--- src/hw/rtl/bptc_pkg.sv ---
`default_nettype none

package bptc_pkg;

	// First-order reference temperature and very-low threshold, in 0.01 C
	localparam int TEMP_REF      = 2000;
	localparam int TEMP_VERY_LOW = 1500;

	// Configuration register indexes
	typedef enum logic [2:0] {
		REG_C1     = 3'd0,
		REG_C2     = 3'd1,
		REG_C3     = 3'd2,
		REG_C4     = 3'd3,
		REG_C5     = 3'd4,
		REG_C6     = 3'd5,
		REG_SO_EN  = 3'd6
	} cfg_reg_t;

	// Calibration words and mode bit
	typedef struct packed {
		logic [15:0] c1;
		logic [15:0] c2;
		logic [15:0] c3;
		logic [15:0] c4;
		logic [15:0] c5;
		logic [15:0] c6;
		logic        so_en;
	} cal_t;

	// First-order results handed to the second-order section
	typedef struct packed {
		logic        [23:0] d1;
		logic signed [18:0] temp;
		logic signed [35:0] off;
		logic signed [34:0] sens;
		logic        [17:0] temp2;
	} first_t;

	// Corrected values handed to the pressure section
	typedef struct packed {
		logic        [23:0] d1;
		logic signed [18:0] temp;
		logic signed [39:0] off;
		logic signed [39:0] sens;
	} press_t;

endpackage

`default_nettype wire

--- src/hw/rtl/bptc_first.sv ---
`default_nettype none

// First-order section: dT, the three dT products and dT squared, then TEMP, OFF, SENS and TEMP2.
module bptc_first (
	input  logic                clk,
	input  logic                arst_n,
	input  bptc_pkg::cal_t      cal,
	input  logic                in_valid,
	output logic                in_ready,
	input  logic [23:0]         d1,
	input  logic [23:0]         d2,
	output logic                out_valid,
	input  logic                out_ready,
	output bptc_pkg::first_t    out_data
);
	import bptc_pkg::*;

	logic v_s1, v_s2, v_s3;
	logic en1, en2, en3;

	logic        [23:0] d1_s1, d1_s2;
	logic signed [24:0] dt_s1;
	logic signed [41:0] pt_s2, po_s2, ps_s2;
	logic signed [49:0] dsq_s2;
	first_t             res_s3;

	logic signed [16:0] c3_sx, c4_sx, c6_sx;
	logic signed [41:0] pt_rnd, po_rnd, ps_rnd;

	// stage enables: a stage loads when empty or when its successor moves
	assign en3      = ~v_s3 | out_ready;
	assign en2      = ~v_s2 | en3;
	assign en1      = ~v_s1 | en2;
	assign in_ready = en1;

	always_ff @(posedge clk or negedge arst_n) begin
		if (!arst_n) begin
			v_s1 <= 1'b0;
			v_s2 <= 1'b0;
			v_s3 <= 1'b0;
		end else begin
			if (en1) v_s1 <= in_valid;
			if (en2) v_s2 <= v_s1;
			if (en3) v_s3 <= v_s2;
		end
	end

	assign c3_sx = $signed({1'b0, cal.c3});
	assign c4_sx = $signed({1'b0, cal.c4});
	assign c6_sx = $signed({1'b0, cal.c6});

	// truncate-toward-zero bias for the power-of-two divides
	assign pt_rnd = pt_s2 + (pt_s2[41] ? 42'sd8388607 : 42'sd0);
	assign po_rnd = po_s2 + (po_s2[41] ? 42'sd127 : 42'sd0);
	assign ps_rnd = ps_s2 + (ps_s2[41] ? 42'sd255 : 42'sd0);

	always_ff @(posedge clk) begin
		// s1: dT = D2 - C5 * 256
		if (en1) begin
			d1_s1 <= d1;
			dt_s1 <= $signed({1'b0, d2}) - $signed({1'b0, cal.c5, 8'b0});
		end
		// s2: products of dT
		if (en2) begin
			d1_s2  <= d1_s1;
			pt_s2  <= 42'(dt_s1) * 42'(c6_sx);
			po_s2  <= 42'(dt_s1) * 42'(c4_sx);
			ps_s2  <= 42'(dt_s1) * 42'(c3_sx);
			dsq_s2 <= 50'(dt_s1) * 50'(dt_s1);
		end
		// s3: scale and offset
		if (en3) begin
			res_s3.d1    <= d1_s2;
			res_s3.temp  <= 19'(pt_rnd >>> 23) + 19'(TEMP_REF);
			res_s3.off   <= 36'(po_rnd >>> 7) + 36'($signed({1'b0, cal.c2, 16'b0}));
			res_s3.sens  <= 35'(ps_rnd >>> 8) + 35'($signed({1'b0, cal.c1, 15'b0}));
			res_s3.temp2 <= dsq_s2[48:31];
		end
	end

	assign out_valid = v_s3;
	assign out_data  = res_s3;

endmodule

`default_nettype wire

--- config.mk ---
export PLATFORM = sky130hd
export DESIGN_NAME = bptc_first
export DESIGN_NICKNAME = d
export VERILOG_FILES = /design/src/hw/rtl/bptc_pkg.sv /design/src/hw/rtl/bptc_first.sv
export SDC_FILE = /design/constraint.sdc
export NUM_CORES = 2
export LEC_CHECK = 0
export BUFFER_PORTS_ARGS = -buffer_cell sky130_fd_sc_hd__buf_2
export CORE_MARGIN = 2
export CORE_UTILIZATION = 45
export CTS_CLUSTER_DIAMETER = 50
export DETAILED_ROUTE_END_ITERATION = 8
export PLACE_DENSITY = 0.61
export RECOVER_POWER = 25
export SLEW_MARGIN = 20
export SYNTH_ARGS = -nofsm -noshare
export SYNTH_HDL_FRONTEND = slang
export SYNTH_SLANG_ARGS = --single-unit
--- constraint.sdc ---
create_clock -name clk -period 7.1 [get_ports clk]
set_input_delay 0.71 -clock clk [delete_from_list [all_inputs] [get_ports clk]]
set_output_delay 0.71 -clock clk [all_outputs]
set_load 0.05 [all_outputs]
==> results.toml <==
[clock_tree]
clockBufferDepth = 3
clk_latency_ns = 0.68
cts_max_level = 2
numClockSinks = 352
root_buffer = "clkbuf_16"
cts_tree = "yes"
cts_made_buffers = 53
cts.reportedPaths.clkPinSlew_ns = 0.06

[timing]
fin_ws_ns = 0.159
tns_ns = 0
fmax_mhz = 144
whs_ns = 0.216
final_max_slew_viol_count = 135
tightest_slew_ns = 3.43
post-route-period-util_pct = 97.8
min_period_ns = 6.94
slew_headroom_pct = -128
hold_viol_final = 0
finClkSkew_ns = 0.0302
setup_viol = 0
rsz0062_at_grt = "true"

[synthesis]
synthMuxAreaShare_pct = 0.0275
yosysWarnings = 0
ys_seq_area_share_pct = 13.6
synth_area_um2 = 77400
synth_area_leaders = "fa_1, edfxtp_1, inv_1"
synth_ff_type = "edfxtp_1"
ys_ff_latch = 352
syn-num-nets = 10305
synth_cell_type_count = 87
synth_area_per_cell_um2 = 9.87
synth-edff-count = 349
synth_top_family_by_area = "adder cells"
synth.top_cell.area_share_pct = 45.9
synthAdderAreaFrac_pct = 54.7
synth_xor_area_share_pct = 3.16
synthSimpleGateAreaFrac_pct = 12.6
async_flop_share_pct = 0.852
synth_compound_area_share_pct = 4.41
synthCells = 7840
synth_top_area_cell = "fa_1"

[detailed_routing]
wire_per_inst_um = 17.8
drt-total-wl_um = 189000
vias = 53050
vias_per_cell = 5.01
drtIter0Drc = 2652
ant_nets = 0
first_pass_iters = 5
post-route-drc-count = 0

[worst_hold_path]
hp-class = "input port to flop"

[critical_path]
cp.arrival_ns = 7.37
critPathMaxFanout = 7
crit_type = "flop to flop"
critPathLaunchType = "flop"
required_ns = 7.53
cp-end-kind = "flop"

[cells_and_area]
post_route_cells_drive_above_1_share_pct = 11.0
area_growth_syn_to_layout_pct = 12.2
final_area_um2 = 86800
fin_nets = 10764

[global_routing]
grt.overflow.total = 0
gr-usage-met1_pct = 30.1
top_usage_layer = "met2"
grtUsageMet3_pct = 3.01
antenna_found_initial = 22
grt_pass1_vias = 58967
grt_use_total_pct = 22.3
grt_pass1_wl_um = 310000
use_met2_pct = 37.9
grt_max_degree = 87

[floorplanning]
die-area_um2 = 175000
die_h_um = 419
core_area_um2 = 171000
pin_count = 283
die_w_um = 419
rows = 152
initial_core_util_pct = 45.2

[placed_design]
place_ws_ns = -0.438
port_buffers = 281
place.gp.congestion = 0.895
hpwl_um = 151000
place_area_um2 = 83800

[outcome]
violations = "max-capacitance violations, max-slew violations"
status = "complete, but fails checks"

[flow_run]
cap_viol_max_count = 3
[timing repair]
action	4_1_cts	5_1_grt
endpoints found under the setup margin	30	44
cloned	1	9
hold buffers	1	0
pin swaps	13	63
buffers inserted	8	26
gates resized for setup	34	134
endpoints found under the hold margin	3	0
[stage by stage]
step                utilization, %  cells
detailed placement            49.0  10433
finish                        50.7  10584
global route                  50.7  10583
global placement              49.0  10433
floorplan                        -   7840
CTS                           50.2  10541
[synthesized netlist by cell type (all sizes together) (12+ instances only)]
master and number:
and2 619, nand2b 40, and4 12, fa 1773
nand4 31, ha 543, xor2 68, a211oi 25
a21oi 150, a31oi 17, xnor2 211, o21a 30
nor3 30, nand3 53, edfxtp 349, nor2 143
inv 2051, a21o 65, o21ai 89, clkbuf 313
o21bai 29, and3 31, nand2 978, nor2b 35
[cells in the final DEF (no fill, tap or decap), types with 16 or more instances in the layout]
| cell type | instances |
|---|---|
| clkbuf_1 | 16 |
| nand3_1 | 51 |
| o21a_1 | 30 |
| xor2_1 | 67 |
| and2_1 | 612 |
| o21bai_1 | 28 |
| clkbuf_16 | 62 |
| nor2_1 | 137 |
| nand2_1 | 970 |
| a21oi_1 | 137 |
| nor3_1 | 27 |
| xnor2_1 | 211 |
| buf_6 | 24 |
| a21o_1 | 64 |
| o21ai_0 | 74 |
| nor2b_1 | 35 |
| fa_1 | 1760 |
| nand4_1 | 31 |
| inv_1 | 2043 |
| nand2b_1 | 39 |
| ha_1 | 538 |
| a211oi_1 | 18 |
| buf_12 | 36 |
| and3_1 | 29 |
| buf_2 | 276 |
| edfxtp_1 | 349 |
| buf_4 | 356 |
[worst max-delay path, cell delays in order (launching register included)]
cell and delay (ns):
edfxtp_1 0.40, buf_6 0.15, clkbuf_16 0.16, and2_4 0.16, fa_1 0.50, buf_4 0.17, fa_1 0.48, inv_1 0.05
fa_1 0.45, fa_1 0.52, inv_2 0.05, fa_1 0.49, fa_1 0.54, inv_2 0.04, fa_1 0.51, inv_2 0.05
ha_4 0.22, a21oi_4 0.18, nand2b_1 0.09, a2111o_1 0.30, a211o_4 0.32, a21oi_4 0.15, buf_12 0.14, o21ai_2 0.06
a31o_2 0.21, a21o_1 0.16, xor2_1 0.14
[worst paths after layout]
| path | startpoint | end | slack (ns) | cells past startpoint |
|---|---|---|---|---|
| max in group asynchronous | arst_n | v_s1 | 6.53 | 2 |
| setup reg to reg | dt_s1[3] | dsq_s2[41] | 0.16 | 26 |
| setup / recovery | dt_s1[3] | dsq_s2[41] | 0.16 | 26 |
| min in group asynchronous | arst_n | out_valid | 0.40 | 2 |
| hold / removal | d1[4] | d1_s1[4] | 0.22 | 1 |
| hold reg to reg | d1_s2[5] | out_data[113] | 0.42 | 0 |
[area by class of cell]
type	instances	area [um^2]
inverter	2051	7710
tap	2233	2790
multi-input combinational	5119	58300
timing repair buffer	722	5570
clock buffer	61	1380
clock inverter	37	442
antenna	9	22.5
fill	15732	84400
sequential	352	10600
[registers in the layout, indices dropped and copies added, names as in the netlist]
signal / count
d1_s1: 24
out_valid: 1
pt_s2: 42
v_s2: 1
v_s1: 1
ps_s2: 42
out_data: 132
po_s2: 42
d1_s2: 24
dt_s1: 25
dsq_s2: 18
[cells by family (layout without fill, tap and decap cells)]
kind of cell               after synthesis  count (layout)
AOI/OAI and AO/OA                      508             508
xor gates and xnor gates               279             279
adders and majority gates             2317            2317
buffers and inverters                 2369            2871
DFF                                    352             352
muxes                                    2               2
other                                    0               9
and+or+nand+nor                       2013            2013
[per-layer routing]
metal / wire length (um) / up-vias
li1: - / 24065
met1: 80600 / 27349
met2: 92000 / 1314
met3: 10500 / 316
met4: 5640 / 6
met5: 40 / -
Power is not shown: default switching activity piles up to over one toggle a cycle in this logic, so the estimate is an artifact.
