$ cat config.mk
export PLATFORM = sky130hd
export DESIGN_NAME = bptc_press
export DESIGN_NICKNAME = d
export VERILOG_FILES = /design/src/hw/rtl/bptc_pkg.sv /design/src/hw/rtl/bptc_press.sv
export SDC_FILE = /design/constraint.sdc
export NUM_CORES = 2
export LEC_CHECK = 0
export ABC_AREA = 1
export BUFFER_PORTS_ARGS = -buffer_cell sky130_fd_sc_hd__buf_2
export CAP_MARGIN = 20
export CORE_MARGIN = 5
export CORE_UTILIZATION = 53
export CTS_CLUSTER_DIAMETER = 200
export DETAILED_ROUTE_END_ITERATION = 12
export PLACE_DENSITY_LB_ADDON = 0.1
export SLEW_MARGIN = 0
export SYNTH_ARGS = -nofsm -noshare
export SYNTH_HDL_FRONTEND = slang
export SYNTH_SLANG_ARGS = --single-unit
$ cat constraint.sdc
create_clock -name clk -period 13.3 [get_ports clk]
set_clock_uncertainty 0.15 [all_clocks]
set_input_delay 2.66 -clock clk [delete_from_list [all_inputs] [get_ports clk]]
set_output_delay 2.66 -clock clk [all_outputs]
set_load 0.005 [all_outputs]
$ cat src/hw/rtl/bptc_pkg.sv
`default_nettype none

package bptc_pkg;

	// First-order reference temperature and very-low threshold, in 0.01 C
	localparam int TEMP_REF      = 2000;
	localparam int TEMP_VERY_LOW = 1500;

	// Configuration register indexes
	typedef enum logic [2:0] {
		REG_C1     = 3'd0,
		REG_C2     = 3'd1,
		REG_C3     = 3'd2,
		REG_C4     = 3'd3,
		REG_C5     = 3'd4,
		REG_C6     = 3'd5,
		REG_SO_EN  = 3'd6
	} cfg_reg_t;

	// Calibration words and mode bit
	typedef struct packed {
		logic [15:0] c1;
		logic [15:0] c2;
		logic [15:0] c3;
		logic [15:0] c4;
		logic [15:0] c5;
		logic [15:0] c6;
		logic        so_en;
	} cal_t;

	// First-order results handed to the second-order section
	typedef struct packed {
		logic        [23:0] d1;
		logic signed [18:0] temp;
		logic signed [35:0] off;
		logic signed [34:0] sens;
		logic        [17:0] temp2;
	} first_t;

	// Corrected values handed to the pressure section
	typedef struct packed {
		logic        [23:0] d1;
		logic signed [18:0] temp;
		logic signed [39:0] off;
		logic signed [39:0] sens;
	} press_t;

endpackage

`default_nettype wire

$ cat src/hw/rtl/bptc_press.sv
`default_nettype none

// Pressure: D1*SENS in two partial products, then the two scaled divides.
module bptc_press (
	input  logic                clk,
	input  logic                arst_n,
	input  logic                in_valid,
	output logic                in_ready,
	input  bptc_pkg::press_t    in_data,
	output logic                out_valid,
	input  logic                out_ready,
	output logic signed [18:0]  temp_out,
	output logic signed [31:0]  press_out
);
	import bptc_pkg::*;

	logic v_s7, v_s8, v_s9, v_s10;
	logic en7, en8, en9, en10;

	logic signed [18:0] t_s7, t_s8, t_s9, t_s10;
	logic signed [39:0] off_s7, off_s8;
	logic        [43:0] pl_s7;
	logic signed [44:0] ph_s7;
	logic signed [63:0] prod_s8;
	logic signed [44:0] x_s9;
	logic signed [31:0] p_s10;

	logic        [19:0] sens_lo;
	logic signed [19:0] sens_hi;
	logic signed [63:0] prod_rnd;
	logic signed [44:0] x_rnd;

	assign en10     = ~v_s10 | out_ready;
	assign en9      = ~v_s9 | en10;
	assign en8      = ~v_s8 | en9;
	assign en7      = ~v_s7 | en8;
	assign in_ready = en7;

	always_ff @(posedge clk or negedge arst_n) begin
		if (!arst_n) begin
			v_s7  <= 1'b0;
			v_s8  <= 1'b0;
			v_s9  <= 1'b0;
			v_s10 <= 1'b0;
		end else begin
			if (en7)  v_s7  <= in_valid;
			if (en8)  v_s8  <= v_s7;
			if (en9)  v_s9  <= v_s8;
			if (en10) v_s10 <= v_s9;
		end
	end

	// SENS split into an unsigned low part and a signed high part
	assign sens_lo = in_data.sens[19:0];
	assign sens_hi = in_data.sens[39:20];

	assign prod_rnd = prod_s8 + (prod_s8[63] ? 64'sd2097151 : 64'sd0);
	assign x_rnd    = x_s9 + (x_s9[44] ? 45'sd32767 : 45'sd0);

	always_ff @(posedge clk) begin
		// s7: partial products
		if (en7) begin
			t_s7   <= in_data.temp;
			off_s7 <= in_data.off;
			pl_s7  <= 44'(in_data.d1) * 44'(sens_lo);
			ph_s7  <= 45'($signed({1'b0, in_data.d1})) * 45'(sens_hi);
		end
		// s8: recombine
		if (en8) begin
			t_s8    <= t_s7;
			off_s8  <= off_s7;
			prod_s8 <= (64'(ph_s7) <<< 20) + 64'($signed({1'b0, pl_s7}));
		end
		// s9: /2^21 toward zero, minus OFF
		if (en9) begin
			t_s9 <= t_s8;
			x_s9 <= 45'(prod_rnd >>> 21) - 45'(off_s8);
		end
		// s10: /2^15 toward zero, output register
		if (en10) begin
			t_s10 <= t_s9;
			p_s10 <= 32'(x_rnd >>> 15);
		end
	end

	assign out_valid = v_s10;
	assign temp_out  = t_s10;
	assign press_out = p_s10;

endmodule

`default_nettype wire

==> impl_metrics.py <==
metrics = {
    "timing": {
        "tightest_slew_ps": 1040,
        "fmax_ghz": 0.1158,
        "fin_setup_tns_ps": 0,
        "hold_viol": 0,
        "slew_headroom_pct": 30.64,
        "finalSetupViolCount": 0,
        "rsz0062_at_grt": "no",
        "post-route-min-period_ps": 8639,
        "report.final.slew_viol_count": 0,
        "setup_ws_ps": 4661,
        "post-route-period-util_pct": 64.96,
    },
    "floorplanning": {
        "dieArea_um2": 115300,
        "ios": 180,
        "die_h_um": 339.5,
        "initial_core_util_pct": 53.54,
        "die-width_um": 339.5,
        "fp-row-count": 120,
        "fp.coreArea_um2": 107500,
    },
    "setup_path": {
        "cp_common_cell": "fa_1",
        "required_ps": 13500,
        "crit_path_top_delay_cell": "fa_1",
        "end_kind": "register",
        "rr_worst_depth": 21,
        "crit_path_start": "in_data[119]",
        "path_class": "primary input to register",
        "cp-start-kind": "primary input",
        "r2r-start": "prod_s8[63]",
        "slowest_delay_ps": 540,
        "crit_path_max_fanout": 24,
        "arrival_ps": 8840,
    },
    "grt": {
        "grt_antenna_before_repair": 2,
        "grt_pass1_vias": 48540,
        "grt_max_degree": 83,
        "grt_overflow_total": 0,
        "grt_use_total_pct": 29.85,
        "grt_first_pass_wirelength_um": 269700,
    },
    "logic_synthesis": {
        "synthTopCellsByArea": "fa_1 27%, edfxtp_1 20%, nand2_1 17%, inv_1 14%, ha_1 9.3%",
        "synth_seq_cells": 386,
        "syn-instance-count": 7756,
        "synth_top_family_by_area": "adder cells",
        "synth_top_area_share_pct": 27.38,
        "yosysWarnings": 0,
        "synth-compound-area-share_pct": 2.067,
        "synth_cell_type_count": 37,
        "synth_area_per_cell_um2": 7.420,
        "syn_nets": 9100,
        "muxShareOfSynthArea_pct": 0,
        "yosysTopAreaCell": "fa_1",
        "yosysSeqAreaShare_pct": 20.11,
        "synthAdderAreaFrac_pct": 36.72,
        "syn_area_um2": 57550,
        "synth_xor_area_share_pct": 1.720,
        "synth_simple_gate_area_share_pct": 24.30,
    },
    "place": {
        "placed_cell_area_um2": 59740,
        "place_ws_ps": 4128,
        "dp.cells": 9187,
        "io_buffers": 179,
        "dpl.hpwl_um": 134400,
        "gp_congestion": 0.9773,
    },
    "cts": {
        "insertion_delay_ps": 590,
        "cts_tree": "done",
        "numCtsBuffers": 40,
        "ctsRootBufferMaster": "clkbuf_16",
        "holdBufCountCts": 0,
        "htree_levels": 2,
        "postCtsResizedCells": 0,
        "postCtsSetupRepairBufs": 0,
        "cts_buffer_depth": 3,
        "clk_pin_slew_ps": 60,
        "cts_sinks": 386,
    },
    "layout": {
        "drive_gt1_share_pct": 4.021,
        "stdcell_count": 9265,
        "finalNetCount": 9171,
        "syn_to_final_growth_pct": 6.194,
        "final_area_um2": 61120,
    },
    "route": {
        "drc": 0,
        "num_vias": 47410,
        "routed_wl_um": 170900,
        "drtAntennaViolNets": 0,
        "drtIter0Drc": 3609,
        "via_per_inst": 5.117,
        "firstDrtPassIters": 9,
        "wl_per_cell_um": 18.45,
    },
    "flow_run": {
        "max_cap_viol_count": 0,
    },
    "hold_path": {
        "min_path_cells": 0,
        "min_from": "t_s9[8]",
        "hp-class": "register to register",
    },
    "status": {
        "status": "finished, final reports clean",
    },
}
-- per-stage QoR --
| step | hold WS [ps] | util (%) |
|---|---|---|
| after global placement | 250.1 | 55.57 |
| final | 266.2 | 56.85 |
| after global routing | 270.2 | 56.84 |
| after detailed placement | 254.5 | 55.57 |
| after floorplan | 250.3 | - |
| after CTS | 268.2 | 56.83 |
-- cells in the final DEF (no fill, tap or decap), drive strengths merged, types with 15 or more instances in the layout --
master | synthesis | final
a21oi | 138 | 138
or2 | 23 | 23
clkinv | 0 | 15
clkbuf | 175 | 45
inv | 2131 | 2139
nand2 | 2624 | 2624
nand4 | 54 | 54
edfxtp | 382 | 382
nor3 | 52 | 52
o21bai | 25 | 25
nand3b | 21 | 21
nor2 | 445 | 445
xnor2 | 25 | 25
o21ai | 32 | 32
ha | 430 | 430
fa | 787 | 787
xor2 | 88 | 88
nand3 | 280 | 280
buf | 4 | 208
-- metal layers --
layer	up-vias	part of all wire, %	routed length (um)	global-route usage, %
li1	22740	-	-	-
met1	22570	42	71720	40.00
met2	1784	47	79670	49.89
met3	318	7.6	13050	4.860
met4	0	3.8	6466	9.706
met5	-	0	0	0
-- path summary, 6_finish.rpt --
path | end | slack (ps)
max in group asynchronous | v_s7 | 11160
worst min-delay path | temp_out[8] | 270
worst max register to register | x_s9[32] | 7850
worst min register to register | temp_out[8] | 270
min in group asynchronous | v_s8 | 1720
worst max-delay path | ph_s7[42] | 4660
-- area by class of cell --
type / count / area, um^2
Antenna cell: 3 / 7.507
Clock buffer: 45 / 1040
Clock inverter: 29 / 309.0
Fill cell: 10440 / 46390
Inverter: 2131 / 8001
Multi-Input combinational cell: 5060 / 37310
Sequential cell: 386 / 11570
Tap cell: 1403 / 1755
Timing Repair Buffer: 208 / 1126
-- synthesized netlist by cell type --
library cell / instances
dfrtp_1: 4
nand2_1: 2620
xnor2_1: 25
nor3_2: 2
and2_1: 6
nor2_4: 3
edfxtp_1: 382
buf_1: 1
a21boi_0: 5
xor2_1: 88
inv_1: 2131
nor3b_1: 4
or2_2: 21
o21ai_0: 29
o21bai_1: 25
nand2_2: 4
o21a_1: 2
nand3b_1: 21
o211ai_1: 2
o21ai_2: 1
a21o_1: 4
nand3_2: 3
nor3_1: 50
a21oi_1: 138
nor2_2: 3
o21ai_1: 2
a31oi_1: 8
ha_1: 430
or2_1: 2
nand4_1: 54
fa_1: 787
and3_1: 2
buf_4: 3
nor2_1: 439
clkbuf_1: 175
nand3_1: 277
nor4_1: 3
-- sequential cells by signal (all words and copies together) (netlist names), 30 cells and up --
signal,cells
off_s8,40
x_s9,44
off_s7,40
pl_s7,44
prod_s8,64
press_out,30
ph_s7,44
-- critical path, delay by kind of cell --
kind / cells / cell delay (ps)
adders and majority gates: 8 / 3800
buffers and inverters: 7 / 1170
and+or+nand+nor: 10 / 1160
-- cells by family (layout without fill, tap and decap cells) --
logic type                 count (synthesis)  in the layout
AOI/OAI and AO/OA                        216            216
xor gates and xnor gates                 113            113
adders and majority gates               1217           1217
buffers and inverters                   2310           2413
DFF                                      386            386
other                                      0              3
and+or+nand+nor                         3514           3514
Power is left out: the tool's default activity adds up to more than one toggle a clock period on the data nets, which glitch-free logic cannot reach.
