<file path="config.mk">
export PLATFORM = sky130hd
export DESIGN_NAME = bptc_second
export DESIGN_NICKNAME = d
export VERILOG_FILES = /design/src/hw/rtl/bptc_pkg.sv /design/src/hw/rtl/bptc_second.sv
export SDC_FILE = /design/constraint.sdc
export NUM_CORES = 2
export LEC_CHECK = 0
export BUFFER_PORTS_ARGS = -buffer_cell sky130_fd_sc_hd__buf_2
export CAP_MARGIN = 20
export CORE_ASPECT_RATIO = 0.8
export CORE_MARGIN = 4
export CORE_UTILIZATION = 58
export CTS_CLUSTER_DIAMETER = 80
export DETAILED_ROUTE_END_ITERATION = 8
export PLACE_DENSITY = 0.9
export SETUP_SLACK_MARGIN = 0.4
export SLEW_MARGIN = 40
export SYNTH_ARGS = -nofsm -noshare
export SYNTH_HDL_FRONTEND = slang
export SYNTH_SLANG_ARGS = --single-unit
export TNS_END_PERCENT = 5
</file>
<file path="constraint.sdc">
create_clock -name clk -period 11.6 [get_ports clk]
set_input_delay 2.9 -clock clk [delete_from_list [all_inputs] [get_ports clk]]
set_output_delay 2.9 -clock clk [all_outputs]
set_load 0.05 [all_outputs]
</file>
<file path="src/hw/rtl/bptc_pkg.sv">
`default_nettype none

package bptc_pkg;

	// First-order reference temperature and very-low threshold, in 0.01 C
	localparam int TEMP_REF      = 2000;
	localparam int TEMP_VERY_LOW = 1500;

	// Configuration register indexes
	typedef enum logic [2:0] {
		REG_C1     = 3'd0,
		REG_C2     = 3'd1,
		REG_C3     = 3'd2,
		REG_C4     = 3'd3,
		REG_C5     = 3'd4,
		REG_C6     = 3'd5,
		REG_SO_EN  = 3'd6
	} cfg_reg_t;

	// Calibration words and mode bit
	typedef struct packed {
		logic [15:0] c1;
		logic [15:0] c2;
		logic [15:0] c3;
		logic [15:0] c4;
		logic [15:0] c5;
		logic [15:0] c6;
		logic        so_en;
	} cal_t;

	// First-order results handed to the second-order section
	typedef struct packed {
		logic        [23:0] d1;
		logic signed [18:0] temp;
		logic signed [35:0] off;
		logic signed [34:0] sens;
		logic        [17:0] temp2;
	} first_t;

	// Corrected values handed to the pressure section
	typedef struct packed {
		logic        [23:0] d1;
		logic signed [18:0] temp;
		logic signed [39:0] off;
		logic signed [39:0] sens;
	} press_t;

endpackage

`default_nettype wire

</file>
<file path="src/hw/rtl/bptc_second.sv">
`default_nettype none

// Low-temperature second-order correction of TEMP, OFF and SENS.
module bptc_second (
	input  logic                clk,
	input  logic                arst_n,
	input  logic                so_en,
	input  logic                in_valid,
	output logic                in_ready,
	input  bptc_pkg::first_t    in_data,
	output logic                out_valid,
	input  logic                out_ready,
	output bptc_pkg::press_t    out_data
);
	import bptc_pkg::*;

	logic v_s4, v_s5, v_s6;
	logic en4, en5, en6;

	first_t             f_s4, f_s5;
	logic        [35:0] sq_s4, sq2_s4;
	logic               lo_s4, vlo_s4;
	logic signed [18:0] temp_s5;
	logic        [38:0] off2_s5, sens2_s5;
	press_t             res_s6;

	logic signed [18:0] a_d, b_d;
	logic        [38:0] f5, s7, e11;
	logic        [38:0] off2_d, sens2_d;

	assign en6      = ~v_s6 | out_ready;
	assign en5      = ~v_s5 | en6;
	assign en4      = ~v_s4 | en5;
	assign in_ready = en4;

	always_ff @(posedge clk or negedge arst_n) begin
		if (!arst_n) begin
			v_s4 <= 1'b0;
			v_s5 <= 1'b0;
			v_s6 <= 1'b0;
		end else begin
			if (en4) v_s4 <= in_valid;
			if (en5) v_s5 <= v_s4;
			if (en6) v_s6 <= v_s5;
		end
	end

	// distances from the two thresholds
	assign a_d = in_data.temp - 19'(TEMP_REF);
	assign b_d = in_data.temp + 19'(TEMP_VERY_LOW);

	// 5*sq, 7*sq2, 11*sq2 by shift and add
	assign f5  = 39'({sq_s4, 2'b0}) + 39'(sq_s4);
	assign s7  = 39'({sq2_s4, 3'b0}) - 39'(sq2_s4);
	assign e11 = 39'({sq2_s4, 3'b0}) + 39'({sq2_s4, 1'b0}) + 39'(sq2_s4);

	always_comb begin
		off2_d  = '0;
		sens2_d = '0;
		if (lo_s4) begin
			off2_d  = (f5 >> 1) + (vlo_s4 ? s7 : 39'd0);
			sens2_d = (f5 >> 2) + (vlo_s4 ? (e11 >> 1) : 39'd0);
		end
	end

	always_ff @(posedge clk) begin
		// s4: squares and range tests on first-order TEMP
		if (en4) begin
			f_s4   <= in_data;
			sq_s4  <= 36'(36'(a_d) * 36'(a_d));
			sq2_s4 <= 36'(36'(b_d) * 36'(b_d));
			lo_s4  <= so_en & (in_data.temp < 19'(TEMP_REF));
			vlo_s4 <= in_data.temp < -19'(TEMP_VERY_LOW);
		end
		// s5: correction terms and final temperature
		if (en5) begin
			f_s5     <= f_s4;
			off2_s5  <= off2_d;
			sens2_s5 <= sens2_d;
			temp_s5  <= f_s4.temp - (lo_s4 ? $signed({1'b0, f_s4.temp2}) : 19'sd0);
		end
		// s6: apply corrections
		if (en6) begin
			res_s6.d1   <= f_s5.d1;
			res_s6.temp <= temp_s5;
			res_s6.off  <= 40'(f_s5.off) - $signed({1'b0, off2_s5});
			res_s6.sens <= 40'(f_s5.sens) - $signed({1'b0, sens2_s5});
		end
	end

	assign out_valid = v_s6;
	assign out_data  = res_s6;

endmodule

`default_nettype wire

</file>
==> flow_metrics.py <==
metrics = {
    "run_status": {
        "status": "finished, final reports clean",
    },
    "critical_path": {
        "category_of_the_worst_setup_path_launch_point": "primary input",
        "critPathSlowestCell": "fa_1",
        "cp_slowest_stage_delay_ps": 550,
        "crit_required_ps": 11980,
        "reg2reg_to": "off2_s5[37]",
        "timing.setup.critical_path_class": "in -> reg",
        "reg2regPathDepth": 24,
        "largest_fanout_on_the_critical_path": 15,
        "path_common_cell": "fa_1",
        "crit_path_arrival_time_ps": 11130,
        "reg2reg_slack_ps": 5300,
        "worst_r2r_startpoint": "sq_s4[2]",
        "setup.worst_path.end_class": "flop",
    },
    "global_routing": {
        "grtUsageMet3_pct": 6.73,
        "global_route.usage.total_pct": 27.8,
        "grt_pass1_vias": 40600,
        "pin_count_of_the_biggest_net_entering_global_routing": 153,
        "grt_most_used_layer": "met2",
        "groute.layer.met2.usage_pct": 45.9,
        "grt_antenna_before_repair": 4,
        "globalRoute.totalOverflow": 0,
        "use_met1_pct": 36.7,
        "grt_first_pass_wirelength_microns": 215000,
    },
    "worst_hold_path": {
        "min_delay_path_depth": 0,
        "hold_end": "f_s5[19]",
        "hold_path_startpoint": "f_s4[19]",
        "worst_hold_path_type": "reg -> reg",
    },
    "route": {
        "routed_wire_length_per_instance_microns": 20.0,
        "detail_route.drc_violations": 0,
        "first_iter_violations": 3641,
        "ant_nets": 0,
        "drt-total-wl_microns": 135000,
        "detailed_route_via_count": 38900,
        "avgViaCountPerCell": 5.77,
        "firstDrtPassIters": 8,
    },
    "synth": {
        "yosys.cell_types.count": 89,
        "netlist_instances": 5161,
        "synth_top_flop_cell": "edfxtp_1",
        "synth_seq_cells": 518,
        "number_of_enable_flip_flop_cells_after_synthesis": 515,
        "synth_fp_nets": 6482,
        "ys_seq_area_share_pct": 29.0,
        "syn_area_sq_um": 53500,
        "synth-warning-count": 0,
        "synth.avg_cell_area_sq_um": 10.4,
        "synthArstFlopShare_pct": 0.579,
    },
    "clock_tree": {
        "clk_transition_reported_paths_ps": 60,
        "tritoncts_clock_tree": "yes",
        "hold_buffers": 0,
        "ctsLongestPathBuffers": 3,
        "htree_levels": 2,
        "root_buffer": "clkbuf_16",
        "numClockSinks": 518,
        "worstSkewPairLatency_ps": 640,
        "tritoncts.num_buffers": 54,
    },
    "floorplanning": {
        "pin_count": 262,
        "dieArea_sq_um": 97200,
        "die_h_microns": 280,
        "starting_density_pct": 58.6,
        "coreArea_sq_um": 91300,
        "die_x_microns": 348,
        "placement_rows": 99,
    },
    "timing": {
        "setup_viol": 0,
        "final_hold_viol_count": 0,
        "slew_limit_fails": 0,
        "timing.max_slew.rel_slack_pct": 40.2,
        "slew_of_the_pin_with_the_lowest_slew_margin_ps": 895,
        "timing.final.crit_period_ps": 10750,
        "grt_setup_unrepaired": "yes",
        "finClkSkew_ps": 29.5,
        "fmaxAchievable_mhz": 93.0,
        "timing.final.crit_share_pct": 92.7,
    },
    "layout": {
        "post_route_cells_drive_above_1_share_pct": 8.59,
        "register_area_sq_um": 15500,
        "design.final.nets": 6807,
        "final_core_utilization_pct": 64.2,
        "synthToLayoutAreaGrowth_pct": 9.48,
        "multiInputGateArea_sq_um": 33900,
        "num-fill-cells": 6711,
    },
    "place": {
        "dpl.hpwl_microns": 108000,
        "gp_routability_congestion": 0.993,
        "place.port_buffers": 261,
    },
    "job": {
        "cap_violations": 0,
    },
}
-- per-stage QoR --
| step | setup WS [ps] | instances | cell area, sq um | hold WS [ps] | setup TNS (ps) |
|---|---|---|---|---|---|
| global placement | 242 | 6637 | 56700 | 401 | 0 |
| CTS | 713 | 6736 | 58500 | 412 | 0 |
| floorplan | -178 | 5161 | 53500 | 400 | -178 |
| finish | 848 | 6741 | 58600 | 412 | 0 |
| global route | 356 | 6741 | 58600 | 423 | 0 |
| detailed placement | 85.9 | 6638 | 56700 | 405 | 0 |
-- cells in the final DEF, fill, tap and decap left out, types with 10 or more instances in the layout --
cell type	synthesis	routed
o21bai_1	39	39
xor2_1	114	114
o21ai_1	12	12
or3_1	18	18
nand2_1	353	353
nand2b_1	62	61
a21o_1	130	130
clkinv_2	0	10
xnor2_1	246	244
buf_4	0	78
a211oi_1	35	34
edfxtp_1	515	515
o21a_1	54	54
clkinv_1	10	19
and2_1	43	43
clkbuf_16	0	54
nor2_1	441	441
nand4_1	20	20
nor2b_1	36	36
a31oi_1	26	26
nand3_1	55	55
and3_1	28	28
a21oi_1	231	231
nor3_1	61	60
o211ai_1	12	12
ha_1	502	501
o31ai_1	18	18
inv_1	1020	1020
o21ai_0	143	143
buf_2	0	261
fa_1	682	682
-- metal layers --
metal  part of all wire, %  routed length, microns  vias up
li1                      -                       -    17600
met2                    47                   62900     1899
met3                    10                   13500      365
met5                 0.017                      23        -
met4                   3.6                    4790        4
met1                    40                   53600    19000
-- registers in the layout, indices dropped and copies added, names as in the netlist, 19 cells and up --
| name | cells |
|---|---|
| f_s4 | 132 |
| f_s5 | 95 |
| off2_s5 | 39 |
| out_data | 123 |
| sens2_s5 | 38 |
| sq2_s4 | 33 |
| sq_s4 | 34 |
| temp_s5 | 19 |
-- synthesized netlist by cell type, types with 6 or more instances --
master	n	area share (%)
buf_1	6	0.042
nand2_1	353	2.5
a211oi_1	35	0.49
xnor2_1	246	4.0
o21ai_0	143	1.3
or3_1	18	0.21
ha_1	502	12
edfxtp_1	515	29
nor2_1	441	3.1
o31a_1	9	0.15
nor3b_1	9	0.13
a21boi_0	8	0.11
o211a_1	6	0.11
o21ai_1	12	0.11
inv_1	1020	7.2
nor3_1	61	0.57
and3_1	28	0.33
nor4_1	10	0.12
a21o_1	130	1.8
clkinv_1	10	0.070
a2111oi_0	7	0.11
o21a_1	54	0.76
o31ai_1	18	0.25
clkbuf_1	70	0.49
nor2b_1	36	0.42
a41oi_1	6	0.098
or4_1	7	0.098
xor2_1	114	1.9
nand4_1	20	0.23
a31oi_1	26	0.30
a211o_1	9	0.15
and2_1	43	0.50
o211ai_1	12	0.17
o2111ai_1	8	0.13
nand2b_1	62	0.72
a21oi_1	231	2.2
o21bai_1	39	0.55
nand3_1	55	0.51
fa_1	682	26
-- worst max-delay path: cells and delay by family --
family          cells  cell delay, ps
compound gates      9            2020
xor+xnor            2             250
fa+ha+maj           9            4300
buf+inv             7             900
simple gates        4             780
-- cell type report --
type	count	share of cell area [%]
Antenna cell	1	0.00427
Clock inverter	38	0.722
Multi-Input combinational cell	3537	57.8
Clock buffer	60	2.34
Sequential cell	518	26.5
Timing Repair Buffer	345	3.40
Inverter	1030	6.60
Tap cell	1212	2.59
-- how the worst max path moves through the flow --
| stage | start | end | slack (ps) | depth (start not counted) |
|---|---|---|---|---|
| after floorplan | out_ready | in_ready | -180 | 1 |
| after global placement | in_data[92] | sq2_s4[34] | 240 | 35 |
| after detailed placement | in_data[92] | sq2_s4[34] | 90 | 35 |
| after CTS | in_data[92] | sq2_s4[34] | 710 | 35 |
| after global routing | in_data[92] | sq2_s4[34] | 360 | 33 |
| final | in_data[93] | sq_s4[35] | 850 | 31 |
-- repair_timing --
item                                    CTS  global route
endpoints found under the hold margin     0             0
gates resized for setup                   0             4
endpoints found under the setup margin    0             4
setup buffers                             0             2
-- cell families after synthesis --
family                   count (synthesis)  share of synthesized area (%)
adder cells (fa/ha/maj)               1184                           37.3
AND/OR/NAND/NOR                       1162                           9.71
buffers and inverters                 1106                           7.76
AO/OA/AOI/OAI                          825                           10.2
flip-flops                             518                           29.0
XOR/XNOR                               360                           5.89
multiplexers                             5                         0.0959
other                                    1                        0.00701
Power is left out: the tool's default activity adds up to more than one toggle a clock period on the data nets, which glitch-free logic cannot reach.
